$ cat config.mk
export PLATFORM = sky130hd
export DESIGN_NAME = ifm_queue
export DESIGN_NICKNAME = d
export VERILOG_FILES = /design/src/design/ifm_pkg.sv /design/src/design/ifm_queue.sv
export SDC_FILE = /design/constraint.sdc
export NUM_CORES = 1
export LEC_CHECK = 0
export ABC_AREA = 0
export CAP_MARGIN = 25
export CORE_MARGIN = 2
export CORE_UTILIZATION = 25
export CTS_BUF_LIST = sky130_fd_sc_hd__clkbuf_16
export DETAILED_ROUTE_END_ITERATION = 8
export DONT_BUFFER_PORTS = 1
export PLACE_DENSITY = 0.51
export SKIP_LAST_GASP = 1
export SYNTH_ARGS = -nofsm -noshare
export SYNTH_HDL_FRONTEND = slang
export SYNTH_SLANG_ARGS = --single-unit
$ cat constraint.sdc
create_clock -name clk -period 6.9 [get_ports clk]
set_input_delay 0.69 -clock clk [delete_from_list [all_inputs] [get_ports clk]]
set_output_delay 0.69 -clock clk [all_outputs]
set_load 0.005 [all_outputs]
$ cat src/design/ifm_pkg.sv
package ifm_pkg;

	localparam int MAX_REGIONS = 1024;
	localparam int CHROM_BITS = 8;

	// Stored chromosome id width: the input field carries at most 8 bits.
	localparam int CHROM_W = (CHROM_BITS < 8) ? CHROM_BITS : 8;
	localparam int SLOT_W = (MAX_REGIONS > 1) ? $clog2(MAX_REGIONS) : 1;
	localparam int CNT_W = $clog2(MAX_REGIONS + 1);

	localparam int Q_DEPTH = 2;
	localparam int Q_PTR_W = (Q_DEPTH > 1) ? $clog2(Q_DEPTH) : 1;
	localparam int Q_CNT_W = $clog2(Q_DEPTH + 1);

	localparam logic [1:0] CMD_ADD = 2'd0;
	localparam logic [1:0] CMD_MATCH = 2'd1;
	localparam logic [1:0] CMD_READ = 2'd2;

	localparam logic [1:0] STATUS_OK = 2'd0;
	localparam logic [1:0] STATUS_FULL = 2'd1;
	localparam logic [1:0] STATUS_NOT_LOADED = 2'd2;

	typedef enum logic [1:0] {
		OP_ADD,
		OP_MATCH,
		OP_READ,
		OP_NONE
	} op_t;

	typedef struct packed {
		logic [1:0] command;
		logic [7:0] chrom_id;
		logic [31:0] region_start;
		logic [31:0] region_end;
		logic [31:0] query_position;
		logic strand_bit;
		logic [7:0] call_code;
		logic [9:0] read_index;
	} in_item_t;

	typedef struct packed {
		logic [1:0] status_code;
		logic hit_flag;
		logic off_target_flag;
		logic [9:0] slot_out;
		logic [31:0] hit_count;
		logic [7:0] echo_chrom;
		logic [31:0] echo_position;
		logic echo_strand;
		logic [7:0] echo_call;
	} out_item_t;

	// One classified operation as it waits between front and back.
	typedef struct packed {
		op_t op;
		logic [CHROM_W-1:0] chrom;
		logic [31:0] first;
		logic [31:0] last;
		logic [31:0] pos;
		logic strand;
		logic [7:0] call;
		logic [9:0] idx;
	} op_entry_t;

	typedef struct packed {
		logic [CHROM_W-1:0] chrom;
		logic [31:0] first;
		logic [31:0] last;
	} region_t;

endpackage

$ cat src/design/ifm_queue.sv
module ifm_queue import ifm_pkg::*; (
	input logic clk,
	input logic arst_n,
	input logic push,
	input op_entry_t push_entry,
	output logic full,
	input logic pop,
	output logic valid,
	output op_entry_t head
);

	op_entry_t mem_q [Q_DEPTH];
	logic [Q_PTR_W-1:0] wr_ptr_q;
	logic [Q_PTR_W-1:0] rd_ptr_q;
	logic [Q_CNT_W-1:0] count_q;

	assign full = (count_q == Q_CNT_W'(Q_DEPTH));
	assign valid = (count_q != '0);
	assign head = mem_q[rd_ptr_q];

	always_ff @(posedge clk) begin
		if (push) begin
			mem_q[wr_ptr_q] <= push_entry;
		end
	end

	always_ff @(posedge clk or negedge arst_n) begin
		if (!arst_n) begin
			wr_ptr_q <= '0;
			rd_ptr_q <= '0;
			count_q <= '0;
		end else begin
			if (push) begin
				wr_ptr_q <= (wr_ptr_q == Q_PTR_W'(Q_DEPTH - 1)) ? '0 : wr_ptr_q + 1'b1;
			end
			if (pop) begin
				rd_ptr_q <= (rd_ptr_q == Q_PTR_W'(Q_DEPTH - 1)) ? '0 : rd_ptr_q + 1'b1;
			end
			if (push && !pop) begin
				count_q <= count_q + 1'b1;
			end else if (pop && !push) begin
				count_q <= count_q - 1'b1;
			end
		end
	end

endmodule

==> results <==
- The first global-routing pass estimated 24980 um of wire.
- Derived from the worst setup path, the maximum achievable clock frequency is 0.3133 GHz.
- The met1 routing resource usage after global routing is 8.585%.
- In this run the cell area of the synthesized design comes to 9361 um2.
- Setup repair after global routing left no endpoint under its margin.
- The final global-route overflow total is 0.
- Once the clock tree was built, the resizer swapped 0 gates to a different size.
- The area growth from synthesis to layout is 15.17%.
- Yosys printed 0 warnings.
- The worst hold path begins at push.
- The aggregate global-route resource usage is 8.586%.
- The post-CTS setup buffer count is 0.
- The flow ran to the end, and the final reports show no timing, DRC or antenna violations.
- The final number of hold-violating endpoints is 0.
- STA puts the critical path data required time at 6.21 ns.
- Input and output buffers added on the ports amount to 0.
- Global routing used 14.50% of the available met2 tracks.
- Sorting the synthesized cells by area gives the leading types as edfxtp_1, mux2_2, mux2_4, dfrtp_1, buf_6.
- The endpoint kind of the worst setup timing path is an output port.
- The worst-case IR drop observed on VDD is 0.2448 mV.
- The sum of negative setup slack is 0 ns.
- The final clock period utilization by the worst path is 46.26%.
- edfxtp_1 takes more of the synthesized area than any other cell.
- The antenna cell count is 0.
- The clock root buffer is clkbuf_16.
- The fraction of post-synthesis cell area in the top cell type by area is 80.19%.
- In this run the count of I/O pins placed on the die edge is 256.
- The number of DRC markers in iteration 0 is 135.
- Synthesis instantiated 14 different standard cells from the library.
- The wire length per cell after detailed routing is 19.40 um.
- Synthesis produced a netlist whose cell count is 405.
- The measured slew at the worst slew-check pin is 0.9123 ns.
- TritonCTS built the clock tree.
- The mean instance size in the synthesized netlist is 23.11 um2.
- The clock-pin slew on the worst setup and hold paths is 0.06 ns.
- The number of stages on the worst hold path is 1.
- In this run the tightest slew margin relative to its limit is 39.18%.
- Hold is met by 0.2216 ns.
- The clock drives 254 sinks.
- The latest clock arrival within the worst-skew pair is 0.55 ns.
- The floorplan step defined a core boundary enclosing 36790 um2.
- The post-synthesis net count is 535.
- Once layout is done, the placed cells without fillers occupy 10780 um2.
- The maximum net fanout on the critical path is 60.
- Cells with a size suffix above 1 make up 38.70% of the layout.
- The number of buffers on the longest clock path is 3.
- The remaining number of nets flagged by the antenna check after routing is 0.
- The final critical-path required period is 3.192 ns.
- Max-cap violations in this run came to 0.
- The startpoint type of the worst setup path is a flip-flop.
- The CTS H-tree depth is 1.
- The path class of the tightest hold or removal check is primary input to flip-flop.
- The overall die area is 39010 um2.
- The power density over the cells is 414.2 nW/um2.
- The cell row count is 70.
- After detailed routing, the number of vias per cell comes to 4.062.
- The static leakage is 3.588 nW.
- The die height is 197.5 um.
- The overall via count from detail_route is 3717.
- The die is 197.5 um wide.
- In this run the critical register-to-register path is launched from wr_ptr_q.
- The total wirelength of the detailed-routed design is 17750 um.
- For the worst setup path, the data arrival time is 2.50 ns.
- The reg2reg setup slack is 4.39 ns.
- The number of pins with negative max-slew slack in the final report came to 0.
- The number of endpoints failing setup at the final stage is 0.
- The register area share after synthesis is 81.26%.
- The filler cells instantiated in the layout total 3599.
- The synthesized flop and latch total is 254.
- The global routing stage identified its most utilized layer as met2.
- After the last flow step, the layout net total stands at 557.
- The number of antenna violations at the first check in global routing is 0.
- At the end of routability-driven placement, the weighted congestion stood at 0.6726.
- The worst hold path terminates at wr_ptr_q.
- The number of buffers created by CTS is 28.
- The largest net degree at the start of global routing is 68.
- The most common cell after layout, fill and taps aside is edfxtp_1.
- Global routing used 5.481% of the available met3 tracks.
- Summing all placed instances gives a cell area of 9883 um2.
- The count of unresolved DRC violations after routing is 0.
- The library cells used most frequently in the layout, excluding fill and tap cells, are edfxtp_1, mux2_2, mux2_4.
- The number of cells traversed by the worst register-to-register path is 3.
- Across the routed clock network, the largest skew measured is 0.01254 ns.
- Once the floorplan was initialized, standard cells occupied 25.45% of the core.
- In this run the critical register-to-register path is captured at mem_q[0][71].
- The type of the worst setup path is flip-flop to output port.
- Before antenna repair, the detailed router went through 4 iterations.
- The number of global-route vias before repair is 4072.
-- sequential cells by signal, summed over array words and instances, names as in the netlist --
signal	flops
count_q	2
wr_ptr_q	1
mem_q	250
rd_ptr_q	1
-- synth_stat cells --
| cell type | n |
|---|---|
| edfxtp_1 | 250 |
| mux2_2 | 85 |
| mux2_4 | 40 |
| buf_2 | 8 |
| buf_6 | 6 |
| dfrtp_1 | 4 |
| xor2_1 | 4 |
| nor2b_1 | 2 |
| and2_1 | 1 |
| ha_1 | 1 |
| inv_1 | 1 |
| nor2_1 | 1 |
| or2_2 | 1 |
| xnor2_1 | 1 |
-- worst max path at each step --
stage | start | end | cells after the start
floorplan | push | mem_q[0][0] | 1
global placement | rd_ptr_q | head[119] | 2
detailed placement | rd_ptr_q | head[116] | 2
CTS | rd_ptr_q | head[48] | 2
global route | rd_ptr_q | head[48] | 2
finish | rd_ptr_q | head[48] | 2
-- layer usage --
| layer | vias up | wire length [um] | share of wire [%] |
|---|---|---|---|
| met5 | - | 0 | 0 |
| met4 | 0 | 565 | 3.2 |
| met3 | 37 | 2431 | 14 |
| met2 | 186 | 8610 | 49 |
| met1 | 1843 | 6139 | 35 |
| li1 | 1651 | - | - |
-- power by group --
part           internal (mW)  switching, mW  total [mW]
sequential              2.06          0.106        2.16
clock                  0.793          0.570        1.36
combinational          0.441          0.502       0.943
total                   3.29           1.18        4.47
-- final cells by class --
cell class | instances | area [um2] | share of cell area (%)
inverters | 1 | 3.754 | 0.03481
multi-input cells | 136 | 1653 | 15.33
repair buffers | 6 | 67.56 | 0.6267
flip-flops and latches | 254 | 7611 | 70.59
clock inverters | 21 | 135.1 | 1.253
clock buffers | 29 | 725.7 | 6.731
well taps | 468 | 585.6 | 5.431
-- worst max-delay path, stage by stage, from the launching register on --
cell and delay, ns:
dfrtp_4 0.67, buf_4 0.77, mux2_2 0.45
-- cells by family after synthesis --
group | count (synthesis) | synth area share, %
and+or+nand+nor | 5 | 0.3074
muxes | 125 | 16.64
DFF | 254 | 81.26
adders and majority gates | 1 | 0.1336
buffers and inverters | 15 | 1.189
xor gates and xnor gates | 5 | 0.4678
-- metrics by stage --
| stage | util [%] | power [mW] | setup slack [ns] | instances |
|---|---|---|---|---|
| 2_1_floorplan | - | 2.991 | 0.1644 | 405 |
| 3_3_place_gp | 26.87 | 3.128 | 3.806 | 863 |
| 3_5_place_dp | 26.87 | 3.162 | 3.746 | 863 |
| 4_1_cts | 29.23 | 4.549 | 3.135 | 914 |
| 5_1_grt | 29.31 | 4.687 | 3.560 | 915 |
| 6_report | 29.31 | 4.466 | 3.708 | 915 |
-- what timing repair did --
action / in CTS / in global routing
endpoints found under the hold margin: 4 / 0
setup endpoints to repair: 0 / 0
hold buffers: 1 / 0
Note: power is estimated with default switching activity, not from simulation.
